===== config.mk =====
export PLATFORM = sky130hd
export DESIGN_NAME = windowed_event_rate_estimator_top_flat
export DESIGN_NICKNAME = d
export VERILOG_FILES = /design/src/rtl/core/wers_pkg.sv /design/src/rtl/core/wers_if.sv /design/src/rtl/core/wers_cell.sv /design/src/rtl/core/wers_mac.sv /design/src/rtl/core/windowed_event_rate_estimator_top.sv /design/src/flat_wrapper.sv
export VERILOG_INCLUDE_DIRS = /design/src /design/src/rtl/core
export SDC_FILE = /design/constraint.sdc
export NUM_CORES = 2
export LEC_CHECK = 0
export BUFFER_PORTS_ARGS = -buffer_cell sky130_fd_sc_hd__buf_2
export CORE_MARGIN = 1
export CORE_UTILIZATION = 50
export CTS_BUF_LIST = sky130_fd_sc_hd__clkbuf_4 sky130_fd_sc_hd__clkbuf_8
export CTS_CLUSTER_SIZE = 24
export DETAILED_ROUTE_END_ITERATION = 8
export PLACE_DENSITY = 0.73
export SKIP_LAST_GASP = 1
export SLEW_MARGIN = 20
export SYNTH_ARGS = -nofsm -noshare
export SYNTH_HDL_FRONTEND = slang
export SYNTH_SLANG_ARGS = --single-unit

===== constraint.sdc =====
create_clock -name clk_i -period 11.05 [get_ports clk_i]
set_input_delay 2.21 -clock clk_i [delete_from_list [all_inputs] [get_ports clk_i]]
set_output_delay 2.21 -clock clk_i [all_outputs]
set_load 0.02 [all_outputs]

===== src/rtl/core/windowed_event_rate_estimator_top_defines.svh =====
// Assertion macros shared by the event rate estimator RTL.
`ifndef WINDOWED_EVENT_RATE_ESTIMATOR_TOP_DEFINES_SVH
`define WINDOWED_EVENT_RATE_ESTIMATOR_TOP_DEFINES_SVH

// Same-cycle implication, checked on clk_i outside reset.
`define WERS_ASSERT_IMP(label, ante, cons) \
  label: assert property (@(posedge clk_i) disable iff (!rst_ni) (ante) |-> (cons)) \
    else $error("wers: assertion failed");

// Next-cycle implication, checked on clk_i outside reset.
`define WERS_ASSERT_NXT(label, ante, cons) \
  label: assert property (@(posedge clk_i) disable iff (!rst_ni) (ante) |=> (cons)) \
    else $error("wers: assertion failed");

`endif


===== src/rtl/core/wers_pkg.sv =====
// Shared types, constants and the Blackman weight table of the event rate estimator.
package wers_pkg;

  localparam int TAPS      = 32;
  localparam int RING_LEN  = TAPS + 1;
  localparam int COUNT_W   = 16;
  localparam int WEIGHT_W  = 16;
  localparam int BIN_W     = 32;
  localparam int BPS_W     = 24;
  localparam int RATE_W    = 40;
  localparam int ACC_W     = 40;
  localparam int PROD_W    = WEIGHT_W + COUNT_W;
  localparam int TAP_CNT_W = $clog2(TAPS + 1);
  localparam int TAP_IDX_W = (TAPS > 1) ? $clog2(TAPS) : 1;
  localparam int SHIFT_W   = $clog2(RING_LEN);

  localparam logic [BPS_W-1:0]   BPS_RESET = BPS_W'(256);
  localparam logic [COUNT_W-1:0] COUNT_MAX = '1;
  localparam logic [RATE_W-1:0]  RATE_MAX  = '1;

  localparam longint unsigned PI_Q28  = 64'd843314857;
  localparam longint unsigned ONE_Q28 = 64'd268435456;

  // Taylor divisors (2n+1)(2n+2) of the cosine series, n = 0..19.
  localparam longint unsigned TAYLOR_DIV [20] = '{
    64'd2,   64'd12,  64'd30,  64'd56,  64'd90,  64'd132,  64'd182,  64'd240,  64'd306,  64'd380,
    64'd462, 64'd552, 64'd650, 64'd756, 64'd870, 64'd992, 64'd1122, 64'd1260, 64'd1406, 64'd1560
  };

  typedef logic [TAPS-1:0][WEIGHT_W-1:0] weight_rom_t;

  typedef enum logic [1:0] {
    CELL_HOLD,
    CELL_SHIFT,
    CELL_CLEAR,
    CELL_INC
  } cell_op_e;

  typedef struct packed {
    logic                 clr;
    logic                 en;
    logic                 scale;
    logic [TAP_IDX_W-1:0] idx;
  } mac_ctrl_t;

  // cos(2*pi*k/RING_LEN) in signed Q28, Taylor series to twenty terms.
  function automatic longint cos_q28(input int unsigned k_in);
    longint unsigned k;
    longint unsigned theta;
    longint unsigned t2;
    longint unsigned mag;
    longint          sum;
    k = longint'(k_in) % RING_LEN;
    if (2 * k > RING_LEN) begin
      k = RING_LEN - k;
    end
    theta = (2 * PI_Q28 * k) / RING_LEN;
    t2    = (theta * theta) >> 28;
    mag   = ONE_Q28;
    sum   = longint'(ONE_Q28);
    for (int n = 0; n < 20; n++) begin
      mag  = (mag * t2) >> 28;
      mag  = mag / TAYLOR_DIV[n];
      if ((n % 2) != 0) begin
        sum = sum + longint'(mag);
      end else begin
        sum = sum - longint'(mag);
      end
    end
    return sum;
  endfunction

  // Unnormalized Blackman value of tap p, clamped at zero.
  function automatic longint blackman_raw(input int p);
    longint x;
    x = 42 * longint'(ONE_Q28) - 50 * cos_q28(p + 1) + 8 * cos_q28(2 * (p + 1));
    if (x < 0) begin
      x = 0;
    end
    return x;
  endfunction

  function automatic longint unsigned weight_sum();
    longint unsigned s;
    s = 0;
    for (int p = 0; p < TAPS; p++) begin
      s = s + longint'(blackman_raw(p));
    end
    return s;
  endfunction

  localparam longint unsigned WEIGHT_SUM  = weight_sum();
  localparam longint unsigned WEIGHT_HALF = WEIGHT_SUM / 2;

  // Normalized Blackman weights, Q0.16, evaluated at elaboration.
  function automatic weight_rom_t build_weights();
    longint unsigned w;
    weight_rom_t     rom;
    for (int p = 0; p < TAPS; p++) begin
      if (WEIGHT_SUM == 0) begin
        rom[p] = '0;
      end else begin
        w      = ($unsigned(blackman_raw(p)) * 64'd65536 + WEIGHT_HALF) / WEIGHT_SUM;
        rom[p] = (w > 64'd65535) ? '1 : w[WEIGHT_W-1:0];
      end
    end
    return rom;
  endfunction

  localparam weight_rom_t WEIGHT_ROM = build_weights();

endpackage


===== src/rtl/core/wers_if.sv =====
// Handshake channels of the event rate estimator: events in, rates out, configuration.
interface wers_bin_if;
  logic                      valid;
  logic                      ready;
  logic [wers_pkg::BIN_W-1:0] bin_number;
  modport source (output valid, output bin_number, input ready);
  modport sink   (input valid, input bin_number, output ready);
endinterface

interface wers_rate_if;
  logic                       valid;
  logic                       ready;
  logic [wers_pkg::RATE_W-1:0] rate_estimate;
  modport source (output valid, output rate_estimate, input ready);
  modport sink   (input valid, input rate_estimate, output ready);
endinterface

interface wers_cfg_if;
  logic                      valid;
  logic                      ready;
  logic [wers_pkg::BPS_W-1:0] bins_per_second;
  modport source (output valid, output bins_per_second, input ready);
  modport sink   (input valid, input bins_per_second, output ready);
endinterface


===== src/rtl/core/wers_cell.sv =====
// One bin count cell of the ring: hold, take the neighbor's count, clear or increment.
module wers_cell import wers_pkg::*; (
  input  logic               clk_i,
  input  cell_op_e           op_i,
  input  logic [COUNT_W-1:0] shift_i,
  output logic [COUNT_W-1:0] count_o
);

  logic [COUNT_W-1:0] count_q;
  logic [COUNT_W-1:0] count_d;

  always_comb begin
    count_d = count_q;
    unique case (op_i)
      CELL_HOLD:  count_d = count_q;
      CELL_SHIFT: count_d = shift_i;
      CELL_CLEAR: count_d = '0;
      CELL_INC:   count_d = (count_q == COUNT_MAX) ? count_q : count_q + COUNT_W'(1);
      default:    count_d = count_q;
    endcase
  end

  always_ff @(posedge clk_i) begin
    count_q <= count_d;
  end

  assign count_o = count_q;

endmodule


===== src/rtl/core/wers_mac.sv =====
// Weighted sum of the counts leaving the chain, then scaling by the bin rate.
module wers_mac import wers_pkg::*; (
  input  logic               clk_i,
  input  logic               rst_ni,
  input  mac_ctrl_t          ctrl_i,
  input  logic [COUNT_W-1:0] count_i,
  input  logic [BPS_W-1:0]   bps_i,
  output logic [RATE_W-1:0]  rate_o
);

  logic [PROD_W-1:0]          prod_q;
  logic                       prod_vld_q;
  logic [ACC_W-1:0]           acc_q;
  logic [ACC_W-16+BPS_W-1:0]  hi_q;
  logic [16+BPS_W-1:0]        lo_q;
  logic [16+BPS_W:0]          lo_rnd;
  logic [ACC_W-16+BPS_W:0]    sum;

  always_ff @(posedge clk_i or negedge rst_ni) begin
    if (!rst_ni) begin
      prod_vld_q <= 1'b0;
    end else if (ctrl_i.clr) begin
      prod_vld_q <= 1'b0;
    end else begin
      prod_vld_q <= ctrl_i.en;
    end
  end

  always_ff @(posedge clk_i) begin
    prod_q <= WEIGHT_ROM[ctrl_i.idx] * count_i;
    if (ctrl_i.clr) begin
      acc_q <= '0;
    end else if (prod_vld_q) begin
      acc_q <= acc_q + ACC_W'(prod_q);
    end
    if (ctrl_i.scale) begin
      hi_q <= acc_q[ACC_W-1:16] * bps_i;
      lo_q <= acc_q[15:0] * bps_i;
    end
  end

  // Round the low part half up, then saturate the sum.
  always_comb begin
    lo_rnd = {1'b0, lo_q} + (16+BPS_W+1)'(17'h08000);
    sum    = {1'b0, hi_q} + (ACC_W-16+BPS_W+1)'(lo_rnd[16+BPS_W:16]);
    rate_o = (sum > (ACC_W-16+BPS_W+1)'(RATE_MAX)) ? RATE_MAX : sum[RATE_W-1:0];
  end

endmodule


===== src/rtl/core/windowed_event_rate_estimator_top.sv =====
// Event rate estimator: a chain of TAPS+1 bin count cells, shifted on bin advance and
// rotated once past a shared multiplier for each event. Each event's result is valid
// after these steps, in order: one shift for each bin that it advances the window (none
// when the bin repeats or the window is cleared, at most TAPS), the increment, a full
// rotation of the ring through the single multiply-accumulate, the rate scaling and the
// load of the result register. The next request is taken after that load; the load
// waits while an earlier result is still held in the register. A finished result
// waits in its register while the next request is taken. No clearing pass is needed
// after reset: the first event clears the ring.
`include "windowed_event_rate_estimator_top_defines.svh"

module windowed_event_rate_estimator_top import wers_pkg::*; (
  input  logic       clk_i,
  input  logic       rst_ni,
  wers_bin_if.sink   bin_i,
  wers_cfg_if.sink   cfg_i,
  wers_rate_if.source rate_o
);

  typedef enum logic [2:0] {
    S_IDLE,
    S_ADV,
    S_INC,
    S_MAC,
    S_SCALE,
    S_FIN
  } state_e;

  state_e               state_q, state_d;
  logic [BIN_W-1:0]     newest_q, newest_d;
  logic                 started_q, started_d;
  logic [SHIFT_W-1:0]   shift_q, shift_d;
  logic [TAP_CNT_W-1:0] tap_q, tap_d;
  logic [BPS_W-1:0]     bps_q, bps_d;
  logic [RATE_W-1:0]    rate_q, rate_d;
  logic                 rate_valid_q, rate_valid_d;

  logic [BIN_W-1:0]     bin_gap;
  logic                 bin_acc;
  cell_op_e             cell_op [RING_LEN];
  logic [COUNT_W-1:0]   count [RING_LEN];
  logic [COUNT_W-1:0]   head_in;
  mac_ctrl_t            mac_ctrl;
  logic [RATE_W-1:0]    mac_rate;

  assign bin_i.ready          = (state_q == S_IDLE);
  assign cfg_i.ready          = 1'b1;
  assign rate_o.valid         = rate_valid_q;
  assign rate_o.rate_estimate = rate_q;

  assign bin_acc = bin_i.valid && bin_i.ready;
  assign bin_gap = bin_i.bin_number - newest_q;

  always_comb begin
    state_d      = state_q;
    newest_d     = newest_q;
    started_d    = started_q;
    shift_d      = shift_q;
    tap_d        = tap_q;
    bps_d        = bps_q;
    rate_d       = rate_q;
    rate_valid_d = rate_valid_q;
    head_in      = '0;
    mac_ctrl     = '0;
    for (int k = 0; k < RING_LEN; k++) begin
      cell_op[k] = CELL_HOLD;
    end

    if (cfg_i.valid) begin
      bps_d = cfg_i.bins_per_second;
    end
    if (rate_valid_q && rate_o.ready) begin
      rate_valid_d = 1'b0;
    end

    unique case (state_q)
      S_IDLE: begin
        if (bin_acc) begin
          newest_d  = bin_i.bin_number;
          started_d = 1'b1;
          if (!started_q || bin_gap >= BIN_W'(RING_LEN)) begin
            for (int k = 0; k < RING_LEN; k++) begin
              cell_op[k] = CELL_CLEAR;
            end
            state_d = S_INC;
          end else if (bin_gap == '0) begin
            state_d = S_INC;
          end else begin
            shift_d = bin_gap[SHIFT_W-1:0];
            state_d = S_ADV;
          end
        end
      end
      S_ADV: begin
        // Advance one bin, zero entering at the newest end.
        for (int k = 0; k < RING_LEN; k++) begin
          cell_op[k] = CELL_SHIFT;
        end
        shift_d = shift_q - SHIFT_W'(1);
        if (shift_q == SHIFT_W'(1)) begin
          state_d = S_INC;
        end
      end
      S_INC: begin
        cell_op[0]   = CELL_INC;
        mac_ctrl.clr = 1'b1;
        tap_d        = '0;
        state_d      = S_MAC;
      end
      S_MAC: begin
        // Rotate the whole ring; the oldest cell feeds the multiplier.
        head_in = count[RING_LEN-1];
        for (int k = 0; k < RING_LEN; k++) begin
          cell_op[k] = CELL_SHIFT;
        end
        mac_ctrl.en  = (tap_q < TAP_CNT_W'(TAPS));
        mac_ctrl.idx = tap_q[TAP_IDX_W-1:0];
        tap_d        = tap_q + TAP_CNT_W'(1);
        if (tap_q == TAP_CNT_W'(TAPS)) begin
          state_d = S_SCALE;
        end
      end
      S_SCALE: begin
        mac_ctrl.scale = 1'b1;
        state_d        = S_FIN;
      end
      S_FIN: begin
        if (!rate_valid_q || rate_o.ready) begin
          rate_d       = mac_rate;
          rate_valid_d = 1'b1;
          state_d      = S_IDLE;
        end
      end
      default: state_d = S_IDLE;
    endcase
  end

  always_ff @(posedge clk_i or negedge rst_ni) begin
    if (!rst_ni) begin
      state_q      <= S_IDLE;
      newest_q     <= '0;
      started_q    <= 1'b0;
      shift_q      <= '0;
      tap_q        <= '0;
      bps_q        <= BPS_RESET;
      rate_valid_q <= 1'b0;
    end else begin
      state_q      <= state_d;
      newest_q     <= newest_d;
      started_q    <= started_d;
      shift_q      <= shift_d;
      tap_q        <= tap_d;
      bps_q        <= bps_d;
      rate_valid_q <= rate_valid_d;
    end
  end

  always_ff @(posedge clk_i) begin
    rate_q <= rate_d;
  end

  for (genvar g = 0; g < RING_LEN; g++) begin : g_cell
    wers_cell u_cell (
      .clk_i   (clk_i),
      .op_i    (cell_op[g]),
      .shift_i ((g == 0) ? head_in : count[(g == 0) ? 0 : g - 1]),
      .count_o (count[g])
    );
  end

  wers_mac u_mac (
    .clk_i   (clk_i),
    .rst_ni  (rst_ni),
    .ctrl_i  (mac_ctrl),
    .count_i (count[RING_LEN-1]),
    .bps_i   (bps_q),
    .rate_o  (mac_rate)
  );

  `WERS_ASSERT_NXT(a_accept_leaves_idle, bin_acc, state_q != S_IDLE)
  `WERS_ASSERT_IMP(a_adv_count_nonzero, state_q == S_ADV, shift_q != '0)
  `WERS_ASSERT_IMP(a_tap_in_range, state_q == S_MAC, tap_q <= TAP_CNT_W'(TAPS))
  `WERS_ASSERT_NXT(a_fin_holds, state_q == S_FIN && rate_valid_q && !rate_o.ready, state_q == S_FIN)

endmodule

===== src/flat_wrapper.sv =====
// flat-port wrapper written by rule: the top's interface ports become plain ports
module windowed_event_rate_estimator_top_flat import wers_pkg::*;
  (clk_i, rst_ni, bin_i_valid, bin_i_bin_number, bin_i_ready, cfg_i_valid, cfg_i_bins_per_second, cfg_i_ready, rate_o_valid, rate_o_rate_estimate, rate_o_ready);
  wers_bin_if bin_i_i ();
  wers_cfg_if cfg_i_i ();
  wers_rate_if rate_o_i ();
  input  logic clk_i;
  input  logic rst_ni;
  input wire logic [$bits(bin_i_i.valid)-1:0] bin_i_valid;
  input wire logic [$bits(bin_i_i.bin_number)-1:0] bin_i_bin_number;
  output wire logic [$bits(bin_i_i.ready)-1:0] bin_i_ready;
  input wire logic [$bits(cfg_i_i.valid)-1:0] cfg_i_valid;
  input wire logic [$bits(cfg_i_i.bins_per_second)-1:0] cfg_i_bins_per_second;
  output wire logic [$bits(cfg_i_i.ready)-1:0] cfg_i_ready;
  output wire logic [$bits(rate_o_i.valid)-1:0] rate_o_valid;
  output wire logic [$bits(rate_o_i.rate_estimate)-1:0] rate_o_rate_estimate;
  input wire logic [$bits(rate_o_i.ready)-1:0] rate_o_ready;
  assign bin_i_i.valid = bin_i_valid;
  assign bin_i_i.bin_number = bin_i_bin_number;
  assign bin_i_ready = bin_i_i.ready;
  assign cfg_i_i.valid = cfg_i_valid;
  assign cfg_i_i.bins_per_second = cfg_i_bins_per_second;
  assign cfg_i_ready = cfg_i_i.ready;
  assign rate_o_valid = rate_o_i.valid;
  assign rate_o_rate_estimate = rate_o_i.rate_estimate;
  assign rate_o_i.ready = rate_o_ready;
  windowed_event_rate_estimator_top u_core (.clk_i(clk_i), .rst_ni(rst_ni), .bin_i(bin_i_i), .cfg_i(cfg_i_i), .rate_o(rate_o_i));
endmodule

==> impl_metrics.xml <==
<?xml version="1.0" encoding="UTF-8"?>
<metrics>
  <group name="clock_network">
    <metric name="clock_tree.htree_level_count" unit="">4</metric>
    <metric name="numCtsBuffers" unit="">138</metric>
    <metric name="ctsResizeCount" unit="">0</metric>
    <metric name="cts-root-to-sink-buffers" unit="">3</metric>
    <metric name="worst_setup_hold_path_clk_slew" unit="ns">0.08</metric>
    <metric name="cts_hold_buf" unit="">0</metric>
    <metric name="cts-root-buf" unit="">sky130_fd_sc_hd__clkbuf_8</metric>
    <metric name="clock_sink_count" unit="">787</metric>
    <metric name="cts_tree" unit="">done</metric>
    <metric name="cts.repair_timing.setup_buffer_count" unit="">0</metric>
    <metric name="clkLatencyLatePin" unit="ns">0.92</metric>
  </group>
  <group name="worst_setup_path">
    <metric name="required_time_reported_for_the_critical_path_endpoint" unit="ns">11.75</metric>
    <metric name="worstSetupPathType" unit="">register to register</metric>
    <metric name="cp_slowest_stage_delay" unit="ns">0.84</metric>
    <metric name="critPathSlowestCell" unit="">sky130_fd_sc_hd__nor2_1</metric>
    <metric name="path_buf_inv" unit="">6</metric>
    <metric name="critPathLaunchType" unit="">register</metric>
    <metric name="path_common_cell" unit="">sky130_fd_sc_hd__fa_1</metric>
    <metric name="critical_path.max_fanout" unit="">38</metric>
    <metric name="path_delay_family" unit="">adder cells</metric>
    <metric name="crit_path_end_kind" unit="">register</metric>
    <metric name="cp_data_arrival_time" unit="ns">10.14</metric>
  </group>
  <group name="synthesis">
    <metric name="synthSimpleGateAreaFrac" unit="%">16.95</metric>
    <metric name="synth_xor_area_share" unit="%">2.484</metric>
    <metric name="synth-compound-area-share" unit="%">6.364</metric>
    <metric name="synth_top_family_by_area" unit="">adder cells</metric>
    <metric name="synth_warnings" unit="">0</metric>
    <metric name="synth_edf_count" unit="">641</metric>
    <metric name="synth.cell_area" unit="mm^2">0.07300</metric>
    <metric name="synth.area.mux_share" unit="%">1.001</metric>
    <metric name="yosys_register_bits" unit="">787</metric>
    <metric name="mean_post_synth_cell_area" unit="um^2">10.31</metric>
    <metric name="number_of_instances_in_the_synthesized_netlist" unit="">7082</metric>
    <metric name="synth.yosys.seq_area_share" unit="%">30.88</metric>
    <metric name="synthDistinctLibCells" unit="">104</metric>
    <metric name="synth.net_count" unit="">8582</metric>
    <metric name="post_synth_fa_ha_maj_area_fraction" unit="%">34.36</metric>
    <metric name="async_reset_ff_share" unit="%">9.403</metric>
    <metric name="predominant_post_synthesis_flop_cell" unit="">sky130_fd_sc_hd__edfxtp_1</metric>
  </group>
  <group name="die">
    <metric name="chipHeight" unit="um">384.1</metric>
    <metric name="die-area" unit="mm^2">0.1475</metric>
    <metric name="placement_rows" unit="">139</metric>
    <metric name="core_area" unit="mm^2">0.1442</metric>
    <metric name="ports" unit="">104</metric>
    <metric name="floorplan.initialDensity" unit="%">50.63</metric>
    <metric name="die_w" unit="um">384.1</metric>
  </group>
  <group name="outcome">
    <metric name="status" unit="">completed</metric>
  </group>
  <group name="grt">
    <metric name="grtUsageTotal" unit="%">22.76</metric>
    <metric name="global_route.overflow_total" unit="">0</metric>
    <metric name="wire_length_of_the_first_global_routing_pass" unit="mm">267.5</metric>
    <metric name="pin_count_of_the_biggest_net_entering_global_routing" unit="">197</metric>
    <metric name="vias_in_the_first_global_route" unit="">51290</metric>
    <metric name="antenna_found_initial" unit="">3</metric>
  </group>
  <group name="finish">
    <metric name="finalNetCount" unit="">8571</metric>
    <metric name="drive_gt1_share" unit="%">7.074</metric>
    <metric name="layout-area-overhead-vs-synth" unit="%">6.841</metric>
    <metric name="finish.utilization" unit="%">54.09</metric>
  </group>
  <group name="routing">
    <metric name="drt-pass1-iter-count" unit="">6</metric>
    <metric name="wire_length_per_cell" unit="um">17.99</metric>
    <metric name="drt-vias-per-instance" unit="">5.422</metric>
    <metric name="drtAntennaViolNets" unit="">0</metric>
    <metric name="count_of_routing_violations_after_the_opening_detailed_route_iteration" unit="">3383</metric>
    <metric name="vias_after_detailed_routing" unit="">49267</metric>
    <metric name="totalWireLength" unit="mm">163.5</metric>
    <metric name="drcViolationCount" unit="">0</metric>
  </group>
  <group name="pwr">
    <metric name="fin_total_pwr" unit="mW">18.76</metric>
    <metric name="power.ir.vdd_worst" unit="mV">0.1825</metric>
    <metric name="p_per_area" unit="mW/mm^2">240.5</metric>
    <metric name="total_leakage_power" unit="nW">35.09</metric>
  </group>
  <group name="sta">
    <metric name="tightest_slew" unit="ns">1.092</metric>
    <metric name="maxClockFrequency" unit="MHz">106.0</metric>
    <metric name="fin_clk_skew" unit="ns">0.09318</metric>
    <metric name="min_period" unit="ns">9.438</metric>
    <metric name="max_slew_margin" unit="%">27.20</metric>
    <metric name="post-route-period-util" unit="%">85.41</metric>
    <metric name="setup_total_negative_slack" unit="ns">0</metric>
    <metric name="grt_setup_unrepaired" unit="">false</metric>
    <metric name="setup_viol" unit="">0</metric>
    <metric name="final_hold_vios" unit="">0</metric>
    <metric name="final-max-slew-violation-count" unit="">0</metric>
  </group>
  <group name="placement">
    <metric name="dp.final_hpwl" unit="mm">119.1</metric>
    <metric name="weighted_congestion_at_the_end_of_routability_driven_global_placement" unit="">0.8887</metric>
    <metric name="buffer_ports.inserted" unit="">102</metric>
  </group>
  <group name="run">
    <metric name="max_cap_viol_count" unit="">0</metric>
  </group>
  <group name="worst_hold_path">
    <metric name="holdCritPathClass" unit="">register to register</metric>
  </group>
</metrics>
## per-layer routing
layer | wire length, um | global-route usage (%) | vias up
li1 | - | - | 22423
met1 | 70520 | 30.96 | 24863
met2 | 76050 | 36.45 | 1656
met3 | 12310 | 4.543 | 325
met4 | 4621 | 7.540 | 0
met5 | 0 | 0 | -
## Yosys cell counts (all sizes together) (22+ instances only)
master,instances,area share [%]
fa,943,26
a21oi,179,1.3
a31oi,23,0.20
nand4,30,0.27
nand3,69,0.47
dfrtp,73,2.5
xnor2,138,1.7
nor3,39,0.27
mux2i,37,0.51
nor2b,48,0.41
nand2b,25,0.21
and2,1028,8.8
o21a,30,0.31
clkbuf,271,1.5
a21o,104,1.1
o21ai,164,1.1
ha,496,8.5
o211ai,22,0.23
buf,75,0.60
a211oi,25,0.26
nand2,874,4.5
xor2,69,0.83
and3,46,0.40
nor2,167,0.86
edfxtp,641,26
mux2,31,0.49
o21bai,26,0.27
dfxtp,72,2.0
inv,1126,5.8
## cells by family (layout without fill, tap and decap cells)
group,after synthesis,after routing
XOR/XNOR,207,207
other,1,4
AO/OA/AOI/OAI,709,709
multiplexers,68,68
flip-flops,787,787
buffers and inverters,1474,1573
adder cells (fa/ha/maj),1439,1439
AND/OR/NAND/NOR,2397,2397
## area by class of cell
type | instances | area, um^2
Inverter | 1126 | 4227
Clock buffer | 185 | 2283
Sequential cell | 787 | 22550
Antenna cell | 3 | 7.507
Tap cell | 1903 | 2381
Fill cell | 12349 | 66190
Timing Repair Buffer | 197 | 1239
Multi-Input combinational cell | 4821 | 44730
Clock inverter | 65 | 576.8
## layout by cell type, fill, tap and decap left out, types with 11 or more instances in the layout
| cell type | n |
|---|---|
| sky130_fd_sc_hd__clkinv_2 | 15 |
| sky130_fd_sc_hd__a31oi_1 | 23 |
| sky130_fd_sc_hd__or3_1 | 15 |
| sky130_fd_sc_hd__a211oi_1 | 24 |
| sky130_fd_sc_hd__and3_1 | 45 |
| sky130_fd_sc_hd__clkbuf_8 | 143 |
| sky130_fd_sc_hd__a21oi_1 | 174 |
| sky130_fd_sc_hd__ha_1 | 496 |
| sky130_fd_sc_hd__xnor2_1 | 138 |
| sky130_fd_sc_hd__buf_4 | 95 |
| sky130_fd_sc_hd__edfxtp_1 | 641 |
| sky130_fd_sc_hd__nand2_1 | 872 |
| sky130_fd_sc_hd__nand3_1 | 69 |
| sky130_fd_sc_hd__nor2b_1 | 48 |
| sky130_fd_sc_hd__clkbuf_4 | 42 |
| sky130_fd_sc_hd__o31ai_1 | 15 |
| sky130_fd_sc_hd__dfrtp_1 | 71 |
| sky130_fd_sc_hd__nand4_1 | 29 |
| sky130_fd_sc_hd__mux2i_1 | 37 |
| sky130_fd_sc_hd__o21bai_1 | 26 |
| sky130_fd_sc_hd__and2_1 | 1023 |
| sky130_fd_sc_hd__clkinv_1 | 29 |
| sky130_fd_sc_hd__o211ai_1 | 22 |
| sky130_fd_sc_hd__mux2_2 | 28 |
| sky130_fd_sc_hd__inv_1 | 1126 |
| sky130_fd_sc_hd__nor2_1 | 165 |
| sky130_fd_sc_hd__a21boi_0 | 13 |
| sky130_fd_sc_hd__o21a_1 | 29 |
| sky130_fd_sc_hd__a211o_1 | 11 |
| sky130_fd_sc_hd__a21o_1 | 103 |
| sky130_fd_sc_hd__nor3_1 | 36 |
| sky130_fd_sc_hd__nand2b_1 | 25 |
| sky130_fd_sc_hd__dfxtp_1 | 72 |
| sky130_fd_sc_hd__xor2_1 | 69 |
| sky130_fd_sc_hd__buf_2 | 101 |
| sky130_fd_sc_hd__o21ai_0 | 159 |
| sky130_fd_sc_hd__fa_1 | 943 |
## worst paths after layout
check                                                        startpoint                                           end  slack, ns  cells past startpoint
min in group asynchronous                                        rst_ni                   u_core.tap_q[2]$_DFFE_PN0P_       1.25                      1
setup / recovery                          u_core.state_q[2]$_DFFE_PN0P_               u_core.u_mac.prod_q[30]$_DFF_P_       1.61                     31
hold reg to reg            u_core.g_cell[3].u_cell.count_o[0]$_DFFE_PP_  u_core.g_cell[4].u_cell.count_o[0]$_DFFE_PP_       0.47                      1
setup reg to reg                          u_core.state_q[2]$_DFFE_PN0P_               u_core.u_mac.prod_q[30]$_DFF_P_       1.61                     31
max in group asynchronous                                        rst_ni             u_core.u_mac.prod_vld_q$_DFF_PN0_       8.64                      2
hold / removal             u_core.g_cell[3].u_cell.count_o[0]$_DFFE_PP_  u_core.g_cell[4].u_cell.count_o[0]$_DFFE_PP_       0.47                      1
## report_power, final
part / internal (mW) / leakage, nW / switching (mW)
Clock: 1.42 / 1.49 / 1.38
Combinational: 3.98 / 25.9 / 5.99
Sequential: 5.32 / 7.65 / 0.661
## registers in the layout, indices dropped and copies added, names as in the netlist, 3 cells and up
signal and count:
u_core.newest_q 32, u_core.u_mac.hi_q 48, u_core.shift_q 6, u_core.g_cell.u_cell.count_o 528
u_core.rate_o.rate_estimate 40, u_core.bps_q 24, u_core.u_mac.prod_q 32, u_core.u_mac.lo_q 25
u_core.tap_q 6, u_core.state_q 3, u_core.u_mac.acc_q 40
## metrics by stage
stage	area, um^2	cells	hold slack (ns)	setup slack, ns
floorplan	73000	7082	0.4435	2.443
global placement	75110	8834	0.4607	2.130
detailed placement	75110	8834	0.4790	1.822
CTS	77970	9084	0.4501	1.769
global route	77990	9086	0.4758	1.015
finish	77990	9087	0.4668	1.612
(Power assumes the default switching activity.)
